### config.mk
export PLATFORM = sky130hd
export DESIGN_NAME = byte_stuffed_frame_builder
export DESIGN_NICKNAME = d
export VERILOG_FILES = /design/src/hdl/bsfb_pkg.sv /design/src/hdl/bsfb_seq.sv /design/src/hdl/bsfb_stuff.sv /design/src/hdl/byte_stuffed_frame_builder.sv
export SDC_FILE = /design/constraint.sdc
export NUM_CORES = 1
export LEC_CHECK = 0
export ABC_AREA = 1
export ABC_CLOCK_PERIOD_IN_PS = 5450
export BUFFER_PORTS_ARGS = -buffer_cell sky130_fd_sc_hd__buf_4
export CORE_ASPECT_RATIO = 1.75
export CORE_MARGIN = 8
export CORE_UTILIZATION = 51
export CTS_CLUSTER_SIZE = 24
export DETAILED_ROUTE_END_ITERATION = 7
export MAX_ROUTING_LAYER = met4
export PLACE_DENSITY = 0.79
export SYNTH_ARGS = -nofsm -noshare
export SYNTH_HDL_FRONTEND = slang
export SYNTH_SLANG_ARGS = --single-unit
### constraint.sdc
create_clock -name clk_i -period 5.45 [get_ports clk_i]
set_clock_uncertainty 0.1 [all_clocks]
set_input_delay 0.545 -clock clk_i [delete_from_list [all_inputs] [get_ports clk_i]]
set_output_delay 0.545 -clock clk_i [all_outputs]
set_load 0.02 [all_outputs]
### src/hdl/bsfb_pkg.sv
// bsfb_pkg: shared constants and types for the byte stuffed frame builder
// no dependencies; imported by bsfb_seq, bsfb_stuff and byte_stuffed_frame_builder
package bsfb_pkg;

  localparam int unsigned PAYLOAD_BYTES = 4;
  localparam int unsigned PAY_W         = 8 * PAYLOAD_BYTES;
  localparam int unsigned CNT_W         = $clog2(PAYLOAD_BYTES + 1);

  localparam logic [7:0] ESC_BYTE   = 8'h7D;
  localparam logic [7:0] ESC_XOR    = 8'h20;
  localparam logic [7:0] ADDR_CMD   = 8'h03;
  localparam logic [7:0] ADDR_REPLY = 8'h01;
  localparam logic [7:0] FLAG_RESET = 8'h7E;

  localparam logic OP_SUPERVISORY = 1'b0;
  localparam logic OP_INFORMATION = 1'b1;

  // one unstuffed frame byte handed from the sequencer to the stuffer
  typedef struct packed {
    logic [7:0] data;
    logic       stuff;
    logic       last;
  } raw_byte_t;

endpackage

### src/hdl/bsfb_seq.sv
// bsfb_seq: frame sequencer, walks the frame fields and produces raw bytes
// one per handoff; payload bytes come out of a shared shift/xor unit
// depends on bsfb_pkg
module bsfb_seq
  import bsfb_pkg::*;
(
  input  logic             clk_i,
  input  logic             rst_ni,
  input  logic [7:0]       flag_i,
  input  logic             req_valid_i,
  output logic             req_ready_o,
  input  logic             op_i,
  input  logic             reply_address_i,
  input  logic [7:0]       control_byte_i,
  input  logic [31:0]      payload_i,
  output logic             raw_valid_o,
  input  logic             raw_ready_i,
  output raw_byte_t        raw_o
);

  typedef enum logic [2:0] {
    S_IDLE,
    S_FLAG_OPEN,
    S_ADDR,
    S_CTRL,
    S_HCS,
    S_PAY,
    S_CHECK,
    S_FLAG_CLOSE
  } state_e;

  state_e           state_q, state_d;
  logic             op_q, op_d;
  logic [7:0]       addr_q, addr_d;
  logic [7:0]       ctrl_q, ctrl_d;
  logic [PAY_W-1:0] shift_q, shift_d;
  logic [7:0]       check_q, check_d;
  logic [CNT_W-1:0] cnt_q, cnt_d;
  logic [63:0]      pay_ext;
  logic             step;

  assign pay_ext     = 64'(payload_i);
  assign req_ready_o = (state_q == S_IDLE);
  assign raw_valid_o = (state_q != S_IDLE);
  assign step        = raw_valid_o && raw_ready_i;

  always_comb begin
    raw_o.stuff = (op_q == OP_INFORMATION);
    raw_o.last  = 1'b0;
    case (state_q)
      S_FLAG_OPEN: begin
        raw_o.data  = flag_i;
        raw_o.stuff = 1'b0;
      end
      S_ADDR:  raw_o.data = addr_q;
      S_CTRL:  raw_o.data = ctrl_q;
      S_HCS:   raw_o.data = addr_q ^ ctrl_q;
      S_PAY:   raw_o.data = shift_q[7:0];
      S_CHECK: raw_o.data = check_q;
      S_FLAG_CLOSE: begin
        raw_o.data  = flag_i;
        raw_o.stuff = 1'b0;
        raw_o.last  = 1'b1;
      end
      default: begin
        raw_o.data  = 8'h00;
        raw_o.stuff = 1'b0;
      end
    endcase
  end

  always_comb begin
    state_d = state_q;
    op_d    = op_q;
    addr_d  = addr_q;
    ctrl_d  = ctrl_q;
    shift_d = shift_q;
    check_d = check_q;
    cnt_d   = cnt_q;
    case (state_q)
      S_IDLE: begin
        if (req_valid_i) begin
          op_d    = op_i;
          ctrl_d  = control_byte_i;
          addr_d  = (op_i == OP_SUPERVISORY && reply_address_i) ? ADDR_REPLY : ADDR_CMD;
          shift_d = pay_ext[PAY_W-1:0];
          check_d = 8'h00;
          cnt_d   = '0;
          state_d = S_FLAG_OPEN;
        end
      end
      S_FLAG_OPEN: if (step) state_d = S_ADDR;
      S_ADDR:      if (step) state_d = S_CTRL;
      S_CTRL:      if (step) state_d = S_HCS;
      S_HCS: begin
        if (step) state_d = (op_q == OP_INFORMATION) ? S_PAY : S_FLAG_CLOSE;
      end
      S_PAY: begin
        // shared unit: shift out one payload byte and fold it into the check
        if (step) begin
          shift_d = shift_q >> 8;
          check_d = check_q ^ shift_q[7:0];
          cnt_d   = cnt_q + 1'b1;
          if (cnt_q == CNT_W'(PAYLOAD_BYTES - 1)) state_d = S_CHECK;
        end
      end
      S_CHECK:      if (step) state_d = S_FLAG_CLOSE;
      S_FLAG_CLOSE: if (step) state_d = S_IDLE;
      default:      state_d = S_IDLE;
    endcase
  end

  always_ff @(posedge clk_i or negedge rst_ni) begin
    if (!rst_ni) begin
      state_q <= S_IDLE;
    end else begin
      state_q <= state_d;
    end
  end

  always_ff @(posedge clk_i) begin
    op_q    <= op_d;
    addr_q  <= addr_d;
    ctrl_q  <= ctrl_d;
    shift_q <= shift_d;
    check_q <= check_d;
    cnt_q   <= cnt_d;
  end

endmodule

### src/hdl/bsfb_stuff.sv
// bsfb_stuff: escape stuffing and output register
// splits an escaped byte into two line bytes; depends on bsfb_pkg
module bsfb_stuff
  import bsfb_pkg::*;
(
  input  logic       clk_i,
  input  logic       rst_ni,
  input  logic [7:0] flag_i,
  input  logic       raw_valid_i,
  output logic       raw_ready_o,
  input  raw_byte_t  raw_i,
  output logic       out_valid_o,
  input  logic       out_ready_i,
  output logic [7:0] out_byte_o,
  output logic       out_last_o
);

  logic       valid_q, valid_d;
  logic       pend_q, pend_d;
  logic [7:0] pend_byte_q, pend_byte_d;
  logic [7:0] byte_q, byte_d;
  logic       last_q, last_d;
  logic       load;
  logic       hit;

  assign load        = !valid_q || out_ready_i;
  assign raw_ready_o = load && !pend_q;
  assign hit         = raw_i.stuff && (raw_i.data == ESC_BYTE || raw_i.data == flag_i);

  always_comb begin
    valid_d     = valid_q;
    pend_d      = pend_q;
    pend_byte_d = pend_byte_q;
    byte_d      = byte_q;
    last_d      = last_q;
    if (load) begin
      if (pend_q) begin
        // second half of an escape pair, never the closing flag
        valid_d = 1'b1;
        pend_d  = 1'b0;
        byte_d  = pend_byte_q;
        last_d  = 1'b0;
      end else if (raw_valid_i) begin
        valid_d = 1'b1;
        if (hit) begin
          byte_d      = ESC_BYTE;
          last_d      = 1'b0;
          pend_d      = 1'b1;
          pend_byte_d = raw_i.data ^ ESC_XOR;
        end else begin
          byte_d = raw_i.data;
          last_d = raw_i.last;
        end
      end else begin
        valid_d = 1'b0;
      end
    end
  end

  always_ff @(posedge clk_i or negedge rst_ni) begin
    if (!rst_ni) begin
      valid_q <= 1'b0;
      pend_q  <= 1'b0;
    end else begin
      valid_q <= valid_d;
      pend_q  <= pend_d;
    end
  end

  always_ff @(posedge clk_i) begin
    pend_byte_q <= pend_byte_d;
    byte_q      <= byte_d;
    last_q      <= last_d;
  end

  assign out_valid_o = valid_q;
  assign out_byte_o  = byte_q;
  assign out_last_o  = last_q;

endmodule

### src/hdl/byte_stuffed_frame_builder.sv
// byte_stuffed_frame_builder: top level, flag register, sequencer and stuffer
// depends on bsfb_pkg, bsfb_seq, bsfb_stuff
//
// channel   dir  signals                        content
// s_axis    in   tvalid tready tdata tuser      one frame request
// m_axis    out  tvalid tready tdata tlast      one line byte, tlast on closing flag
// cfg       in   cfg_we_i cfg_wdata_i           flag byte register
//
// within a frame one line byte leaves per cycle when m_axis is not stalled; a
// supervisory frame carries the flags, address, control and HCS bytes, and an
// information frame adds PAYLOAD_BYTES payload bytes and a check byte; the sequencer
// waits while an escape pair's second byte leaves; an idle state takes each request.
// a new request is taken the cycle after the closing flag has entered the output register.
// reset clears the control state and sets the flag byte to 0x7e.
// an m_axis stall holds the output register and freezes the sequencer.
module byte_stuffed_frame_builder
  import bsfb_pkg::*;
(
  input  logic        clk_i,
  input  logic        rst_ni,
  input  logic        cfg_we_i,
  input  logic [7:0]  cfg_wdata_i,
  input  logic        s_axis_tvalid,
  output logic        s_axis_tready,
  input  logic [39:0] s_axis_tdata,   // control_byte [7:0], payload [39:8]
  input  logic [1:0]  s_axis_tuser,   // op [0], reply_address [1]
  output logic        m_axis_tvalid,
  input  logic        m_axis_tready,
  output logic [7:0]  m_axis_tdata,   // out_byte [7:0]
  output logic        m_axis_tlast
);

  logic [7:0] flag_q;
  logic       raw_valid;
  logic       raw_ready;
  raw_byte_t  raw;

  always_ff @(posedge clk_i or negedge rst_ni) begin
    if (!rst_ni) begin
      flag_q <= FLAG_RESET;
    end else if (cfg_we_i) begin
      flag_q <= cfg_wdata_i;
    end
  end

  bsfb_seq u_seq (
    .clk_i           (clk_i),
    .rst_ni          (rst_ni),
    .flag_i          (flag_q),
    .req_valid_i     (s_axis_tvalid),
    .req_ready_o     (s_axis_tready),
    .op_i            (s_axis_tuser[0]),
    .reply_address_i (s_axis_tuser[1]),
    .control_byte_i  (s_axis_tdata[7:0]),
    .payload_i       (s_axis_tdata[39:8]),
    .raw_valid_o     (raw_valid),
    .raw_ready_i     (raw_ready),
    .raw_o           (raw)
  );

  bsfb_stuff u_stuff (
    .clk_i       (clk_i),
    .rst_ni      (rst_ni),
    .flag_i      (flag_q),
    .raw_valid_i (raw_valid),
    .raw_ready_o (raw_ready),
    .raw_i       (raw),
    .out_valid_o (m_axis_tvalid),
    .out_ready_i (m_axis_tready),
    .out_byte_o  (m_axis_tdata),
    .out_last_o  (m_axis_tlast)
  );

endmodule
==> results of run 1 <==
==> sequential cells by signal, indices dropped and copies added (netlist names) <==
register	count
flag_q	8
u_stuff.out_byte_o	8
u_stuff.out_valid_o	1
u_seq.cnt_q	3
u_seq.shift_q	32
u_seq.check_q	8
u_seq.op_q	1
u_seq.addr_q	1
u_stuff.out_last_o	1
u_stuff.pend_q	1
u_seq.ctrl_q	8
u_seq.state_q	3
u_stuff.pend_byte_q	8
==> cells by family after synthesis <==
| logic type | Yosys count |
|---|---|
| mux | 24 |
| buf+inv | 62 |
| flops | 83 |
| compound gates | 15 |
| fa+ha+maj | 2 |
| simple gates | 179 |
| xor+xnor | 9 |
==> placed cells by master (no fill, tap or decap) <==
cell,count
dlygate4sd3_1,1
inv_2,6
clkinv_4,2
buf_4,69
nor2_2,1
nand2_1,98
a31oi_1,1
edfxtp_1,70
a21oi_1,1
inv_1,41
xor2_1,1
o21ai_0,11
nand2_2,1
o21ai_4,1
nor2_1,28
clkbuf_16,9
mux2_2,24
bufinv_16,2
clkinv_1,2
xnor2_1,8
dfrtp_1,7
o21ai_1,1
ha_1,2
nand3_1,20
clkinv_2,3
dfstp_2,6
nand3_2,8
nand4_1,23
==> critical path, delay by kind of cell (launching register included) <==
kind                   cells  cell delay, ps
flip-flops                 1             730
buffers and inverters      1             420
AND/OR/NAND/NOR           12            1910
==> power groups by stage <==
| stage | sequential, mW | clock [mW] | combinational, mW |
|---|---|---|---|
| floorplan | 1.08 | 0 | 0.689 |
| global placement | 1.07 | 0 | 0.912 |
| detailed placement | 1.08 | 0 | 0.936 |
| CTS | 1.07 | 0.647 | 0.942 |
| global route | 1.09 | 0.669 | 1.06 |
| finish | 1.07 | 0.638 | 0.940 |
==> area by class of cell <==
cell class              instances  area [µm²]
fillers                       594        2720
flip-flops and latches         83        2430
multi-input cells             229        1270
repair buffers                 70         528
clock buffers                   9         225
inverters                      49         184
well taps                      88         110
clock inverters                 7        92.6
==> how the worst max path moves through the flow <==
stage | to | slack, ps | depth (start not counted)
finish | u_stuff.pend_byte_q[5]$_DFFE_PP_ | 1900 | 13
global route | u_stuff.pend_byte_q[2]$_DFFE_PP_ | 1490 | 13
CTS | u_stuff.pend_byte_q[2]$_DFFE_PP_ | 1880 | 13
detailed placement | u_stuff.pend_byte_q[2]$_DFFE_PP_ | 1890 | 13
global placement | u_stuff.pend_byte_q[2]$_DFFE_PP_ | 2000 | 13
floorplan | u_seq.check_q[0]$_SDFFCE_PP0P_ | 820 | 4
==> routing by layer <==
| metal | GRT usage, % | part of all wire (%) |
|---|---|---|
| met1 | 16.6 | 37 |
| met2 | 27.8 | 54 |
| met3 | 2.99 | 4.6 |
| met4 | 10.6 | 4.1 |
| met5 | - | 0 |
==> metrics.txt, run 1 <==
Synth Area per Inst 10.6 µm²; mux cell area share after synthesis 6.83%; first-pass GRT wire length 13500 µm; RSZ-0062 raised after global routing no; Peak VDD IR 0.290 mV; max_cap viols 0; area grow syn2layout 22.4%; cell mode on critical path nand2_1; Rel. slew slack 23.2%; top-count cell post-synth nand2_1; Yosys warnings 0; synthesized cell area 3960 µm²; Finished Core Util 64.0%; worst r2r src u_seq.state_q[2]$_DFFE_PN0P_; Worst-Margin Slew 1150 ps; GRT Util Overall 16.5%; first drt pass iteration count 5; core area 7570 µm²; # setup viols final 0; final hold violations 0; adder-cell share of the synthesized area 0.632%; worst-path cell chain nand3_2 -> buf_4 -> nor2_1 -> nor2_1 -> nand3_2 -> nand2_1 -> nand2_1 -> nand2_1 -> nor2_1 -> nand2_1 -> nand2_1 -> nand2_1 -> nor2_1; number of synthesized register bits 83; Final Cell Area 4850 µm²; Yosys top cell area share 53.1%; Comb power frac 35.5%; Hold WS 279 ps; PortBufs 65; hold depth 1; Slew Limit Fails 0; Post-CTS Resized 0; Hold Crit Start s_axis_tdata[0]; Psw 0.938 mW; Nets 499; antenna violation net count after detailed routing 0; Hold Path End u_seq.ctrl_q[0]$_DFFE_PP_; Place WS 1890 ps; share of cells above drive strength 1 29.5%; largest family of logic cells by synthesized area simple AND/OR/NAND/NOR gates; post-synthesis async set-or-reset flop share 15.7%; nature of the critical path startpoint flip-flop; Post-synth top cells nand2_1 (98), edfxtp_1 (70), inv_1 (41), nor2_1 (28), mux2_2 (24); GPL Wtd Cong 0.929; Hold Crit Class in2reg; sequential share of power 40.3%; status finished, final reports clean; R2R depth 13; Synth cell types 26; number of global-route vias before repair 3024; TritonCTS Sinks 83; Synth area leader edfxtp_1; initial antenna violation count 0; Mapped Cells 374; Initial Util 52.3%; Cell Pwr Density 546 nW/µm²; clock buffer depth 2; H-tree Lvls 3; Syn Nets 431; placed wire-length estimate 6020 µm; post-layout total power 2.64 mW; Via-to-Cell Ratio 5.25; Non-Filler Instances 535; clock network fraction of design power 24.1%; setup bufs post-CTS 0; total grt overflow 0; via count 2810; critical path data required time 5320 ps; n_diodes 0; Crit. End Element flip-flop; number of synthesized flops with an enable pin 70; sequential area share after synthesis 61.5%; final period utilization 65.2%; Post-Synth XOR/XNOR Area 1.99%; Max Clk Rate 281 MHz; min cycle time layout 3550 ps; num rows 42; critical path peak fanout 25; DIE WIDTH 82.6 µm; Setup Crit Path Kind reg2reg; CP Launch Point u_seq.state_q[2]$_DFFE_PN0P_; DRT iter0 DRCs 151; Num CTS Buffers 9; wire per inst 15.2 µm; worst reg2reg path endpoint u_stuff.pend_byte_q[5]$_DFFE_PP_; drt drc 0; ranking of synthesized cells by area edfxtp_1 (53%), nand2_1 (9.3%), mux2_2 (6.8%); worst setup margin 1900 ps; most common flop cell mapped by yosys edfxtp_1; CTS root buf clkbuf_16; Die Area 10900 µm²; I/O pins 66; reg2reg setup slack 1900 ps; clk slew on worst S/H paths 60 ps; static leakage 2.17 nW; DP Area 4520 µm²; Die Span Y 133 µm; Post-Route WL 8130 µm; TNS Setup 0 ps; hold buffers post-CTS 1; Int Power 1.71 mW; critical path data arrival time 3430 ps; CP peak stage delay 730 ps; # placed instances 518; largest net degree at the start of global routing 40; Synth Area in Compound Gates 1.93%; Post-Synth Simple-Gate Area 20.4%; CTS tree done; Sw Ratio 35.5%; Worst path slowest cell dfrtp_1; Worst-Skew Late Latency 340 ps
(Power assumes the default switching activity.)
==> run 2: changes to the inputs <==
- ABC_CLOCK_PERIOD_IN_PS: 5450 -> 3500
- clock period: 5.45 -> 3.5 ns (I/O delays scaled with it)
==> run 2 against run 1 <==
Combinational power up 55%. Power is 56% higher. Via count decreased by 0.46%. Register-to-register slack got worse by 1400 ps. Worst hold slack got worse by 190 ps. First-iteration DRC count is 6.0% lower. Critical path depth is 2 higher. Final cell count stayed put. Sequential share of layout area is essentially flat. Clock-buffer cell count rose by 2. Die area did not move. Critical path type unchanged. Critical endpoint is now u_stuff.pend_byte_q[4]$_DFFE_PP_.
==> metrics.txt, run 2 (synthesis gave the netlist of run 1 again) <==
antenna violation net count after detailed routing 0; critical path data required time 3440 ps; Sw Ratio 35.3%; via count 2797; Place WS 521 ps; RSZ-0062 raised after global routing no; sequential share of power 40.2%; wire per inst 15.5 µm; share of cells above drive strength 1 29.3%; core area 7570 µm²; commonest non-fill, non-tap cell in the layout nand2_1; first-pass GRT wire length 13600 µm; Finished Core Util 64.1%; largest net degree at the start of global routing 46; Hold Crit Class in2reg; H-tree Lvls 3; DIE WIDTH 82.6 µm; setup bufs post-CTS 0; num rows 42; final hold violations 0; Cell Pwr Density 849 nW/µm²; PortBufs 65; status finished, final reports clean; TNS Setup 0 ps; TritonCTS Sinks 83; Worst-Margin Slew 610 ps; Comb power frac 35.6%; Worst-Skew Late Latency 340 ps; max_cap viols 0; Int Power 2.66 mW; clock network fraction of design power 24.2%; first drt pass iteration count 4; Num CTS Buffers 9; Slew Limit Fails 0; final period utilization 86.3%; Fill cells 604; GPL Wtd Cong 0.943; worst setup margin 479 ps; clk slew on worst S/H paths 60 ps; DRT iter0 DRCs 142; # setup viols final 0; min cycle time layout 3020 ps; Post-CTS Resized 0; area grow syn2layout 22.5%; GRT Util Overall 16.5%; Die Area 10900 µm²; Setup Crit Path Kind reg2reg; CTS root buf clkbuf_16; Die Span Y 133 µm; largest register by flop count u_seq.shift_q; Nets 499; Post-Route WL 8280 µm; post-layout total power 4.12 mW; CTS tree done; nature of the critical path startpoint flip-flop; # placed instances 518; static leakage 2.16 nW; critical path peak fanout 20; total grt overflow 0; Non-Filler Instances 535; Crit. End Element flip-flop; clock buffer depth 2; Rel. slew slack 59.4%; Peak VDD IR 0.533 mV; most frequent cells in the layout nand2_1 (98), edfxtp_1 (70), buf_4 (69), inv_1 (41), nor2_1 (28); number of global-route vias before repair 2942; hold buffers post-CTS 1; n_diodes 0; placed wire-length estimate 6290 µm; drt drc 0; max reg flops 32; Max Clk Rate 331 MHz; Via-to-Cell Ratio 5.23; I/O pins 66; Psw 1.45 mW; initial antenna violation count 0; Initial Util 52.3%; critical path data arrival time 2960 ps
run 2: cell types whose count changed in the layout (fill, tap and decap cells not counted), sizes merged:
cell,delta
clkinvlp,+1
clkinv,-3
clkbuf,+2
run 2: metal layers:
metal  up-vias  GRT usage (%)  part of all wire (%)
met5         -              -                     0
met4         0           8.30                   3.5
met3        23           4.41                   5.5
met2        88           29.1                    56
met1      1291           15.6                    36
li1       1395              -                     -
run 2: per-stage QoR:
| stage | area (µm²) | hold slack (ps) |
|---|---|---|
| 2_1_floorplan | 3960 | -45.6 |
| 3_3_place_gp | 4520 | 110 |
| 3_5_place_dp | 4520 | 115 |
| 5_1_grt | 4850 | 81.1 |
| 6_report | 4850 | 89.9 |
| 4_1_cts | 4850 | 80.7 |
run 2: worst max-delay path: stages, from the launching register on:
cell     delay, ps
dfrtp_1        730
inv_2          140
nand3_1        190
nand2_1        240
nand2_1        170
nand3_2        150
nand2_1         90
nand2_1         60
inv_2           40
nand2_1         60
nor2_1         110
nand2_1         60
nand2_1         50
nand2_1        200
nor2_1         150
buf_4          190
run 2: final cells by class:
| cell class | count | area [µm²] | area share, % |
|---|---|---|---|
| sequential | 83 | 2430 | 50.2 |
| inverter | 49 | 184 | 3.79 |
| multi-input combinational | 229 | 1270 | 26.2 |
| tap | 88 | 110 | 2.27 |
| clock buffer | 11 | 243 | 5.01 |
| clock inverter | 5 | 77.6 | 1.60 |
| timing repair buffer | 70 | 528 | 10.9 |
run 2: path summary, 6_finish.rpt:
check                      slack [ps]  cells after the start                         start                                to
setup / recovery                  480                     15  u_seq.state_q[2]$_DFFE_PN0P_  u_stuff.pend_byte_q[4]$_DFFE_PP_
hold / removal                     90                      1               s_axis_tdata[2]         u_seq.ctrl_q[2]$_DFFE_PP_
min in group asynchronous         310                      2                        rst_ni             flag_q[7]$_DFFE_PN0P_
setup reg to reg                  480                     15  u_seq.state_q[2]$_DFFE_PN0P_  u_stuff.pend_byte_q[4]$_DFFE_PP_
hold reg to reg                   410                      2         flag_q[3]$_DFFE_PN1P_             flag_q[3]$_DFFE_PN1P_
max in group asynchronous        2740                      2                        rst_ni             flag_q[5]$_DFFE_PN1P_
run 2: power by group through the flow:
stage	logic, mW	registers, mW	clock network [mW]
detailed placement	1.47	1.68	0
global route	1.63	1.68	1.05
floorplan	1.07	1.67	0
global placement	1.44	1.66	0
CTS	1.48	1.66	1.01
finish	1.46	1.66	0.996
==> run 3: changes to the inputs <==
- ABC_CLOCK_PERIOD_IN_PS: 3500 -> 3270
- clock period: 3.5 -> 3.27 ns (I/O delays scaled with it)
==> run 3 against run 2 <==
Maximum frequency rose by 6.1%. Clock-buffer cell count decreased by 1. Worst setup slack got worse by 56 ps. Worst hold slack worse by 32 ps. Utilization is 0.25 points higher. Sequential power grew 7%. Clock power grew 14%. Non-clock buffer count increased by 1. Register-to-register slack got worse by 60 ps. Via count grew 1.0%. Critical endpoint is now u_stuff.pend_byte_q[7]$_DFFE_PP_. Largest cell class unchanged.
==> metrics.txt, run 3 (synthesis gave the netlist of run 1 again) <==
min cycle time layout 2850 ps; Worst-Margin Slew 639 ps; DRT iter0 DRCs 166; Max Clk Rate 351 MHz; hold buffers post-CTS 1; first-pass GRT wire length 13500 µm; number of global-route vias before repair 2984; Num CTS Buffers 9; setup bufs post-CTS 0; met1 Usage GRT 14.9%; drt drc 0; area grow syn2layout 22.9%; critical path data arrival time 2790 ps; first drt pass iteration count 4; PortBufs 65; Peak VDD IR 0.532 mV; worst-path cell chain inv_2 -> nand3_1 -> nand2_1 -> nand2_1 -> nand3_2 -> nand2_1 -> nand2_1 -> inv_2 -> nand2_1 -> nor2_1 -> nand2_1 -> nand2_1 -> nand2_1 -> nor2_1 -> buf_4; TNS Setup 0 ps; H-tree Lvls 3; Slew Limit Fails 0; Nets 500; num rows 42; largest register by flop count u_seq.shift_q; max_cap viols 0; commonest non-fill, non-tap cell in the layout nand2_1; Cell Pwr Density 920 nW/µm²; Post-CTS Resized 0; DP Area 4530 µm²; TritonCTS Sinks 83; largest net degree at the start of global routing 46; # setup viols final 0; status finished, final reports clean; CTS tree done; RSZ-0062 raised after global routing no; placed wire-length estimate 6250 µm; clock network fraction of design power 25.4%; Int Power 2.91 mW; Die Area 10900 µm²; Rel. slew slack 57.4%; met3 usage 4.00%; GRT Util Overall 16.8%; clk slew on worst S/H paths 60 ps; Worst path slowest cell dfrtp_1; antenna violation net count after detailed routing 0; Psw 1.57 mW; n_diodes 0; via count 2826; CP peak stage delay 750 ps; clock buffer depth 2; share of cells above drive strength 1 29.3%; Setup Crit Path Kind reg2reg; Via-to-Cell Ratio 5.28; sequential share of power 39.7%; Comb power frac 34.9%; Worst-Skew Late Latency 340 ps; Crit. End Element flip-flop; initial antenna violation count 0; I/O pins 66; core area 7570 µm²; wire per inst 15.7 µm; Post-Route WL 8420 µm; critical path peak fanout 20; Initial Util 52.3%; met2 Use GR 29.8%; DIE WIDTH 82.6 µm; CTS root buf clkbuf_16; reg2reg setup slack 420 ps; total grt overflow 0; static leakage 2.17 nW; final hold violations 0; cell mode on critical path nand2_1; Final Cell Area 4870 µm²; GRT busiest layer met2; nature of the critical path startpoint flip-flop; most frequent cells in the layout nand2_1 (98), buf_4 (70), edfxtp_1 (70), inv_1 (41), nor2_1 (28); Hold Crit Class in2reg; max reg flops 32; critical path data required time 3220 ps; Die Span Y 133 µm; final period utilization 87.1%; GPL Wtd Cong 0.899; Sw Ratio 35.1%
[run 3: cell types whose count changed in the layout (fill, tap and decap cells not counted), sizes merged]
cell	change
buf	+1
bufinv	+1
clkbuf	-1
clkinv	-1
[run 3: path summary, 6_finish.rpt]
check,startpoint,end,cells after the start
max reg2reg,u_seq.state_q[2]$_DFFE_PN0P_,u_stuff.pend_byte_q[7]$_DFFE_PP_,15
min,s_axis_tdata[4],u_seq.ctrl_q[4]$_DFFE_PP_,1
min in group asynchronous,rst_ni,flag_q[0]$_DFFE_PN0P_,2
max in group asynchronous,rst_ni,flag_q[3]$_DFFE_PN1P_,2
max,u_seq.state_q[2]$_DFFE_PN0P_,u_stuff.pend_byte_q[7]$_DFFE_PP_,15
min reg2reg,flag_q[5]$_DFFE_PN1P_,flag_q[5]$_DFFE_PN1P_,2
[run 3: final cells by class]
cell class / count / area [µm²]
Sequential cell: 83 / 2430
Clock inverter: 5 / 103
Inverter: 49 / 184
Timing Repair Buffer: 71 / 536
Fill cell: 609 / 2700
Clock buffer: 10 / 229
Tap cell: 88 / 110
Multi-Input combinational cell: 229 / 1270
[run 3: power by group through the flow]
| stage | Combinational [mW] | Sequential (mW) | Clock [mW] |
|---|---|---|---|
| after CTS | 1.58 | 1.78 | 1.15 |
| final | 1.56 | 1.78 | 1.14 |
| after detailed placement | 1.57 | 1.80 | 0 |
| after global routing | 1.75 | 1.81 | 1.19 |
| after global placement | 1.54 | 1.78 | 0 |
| after floorplan | 1.15 | 1.78 | 0 |
[run 3: worst max-delay path, delay by kind of cell, from the launching register on]
family        cells  cell delay [ps]
flops             1              750
buf+inv           3              360
simple gates     12             1340
[run 3: metrics by stage]
stage                     hold slack [ps]  instances  total power, mW  setup slack, ps  util (%)
after floorplan                     -68.6        374             2.93              610         -
after global placement               94.2        519             3.32              458      59.8
after detailed placement             98.0        519             3.37              432      59.8
after CTS                            51.1        535             4.51              426      64.3
after global routing                 49.7        535             4.75              159      64.3
final                                57.8        535             4.48              423      64.3
[run 3: routing by layer]
| layer | up-vias | share of wire [%] |
|---|---|---|
| met2 | 99 | 55 |
| met3 | 27 | 5.4 |
| met4 | 0 | 4.8 |
| met1 | 1306 | 35 |
| met5 | - | 0 |
| li1 | 1394 | - |
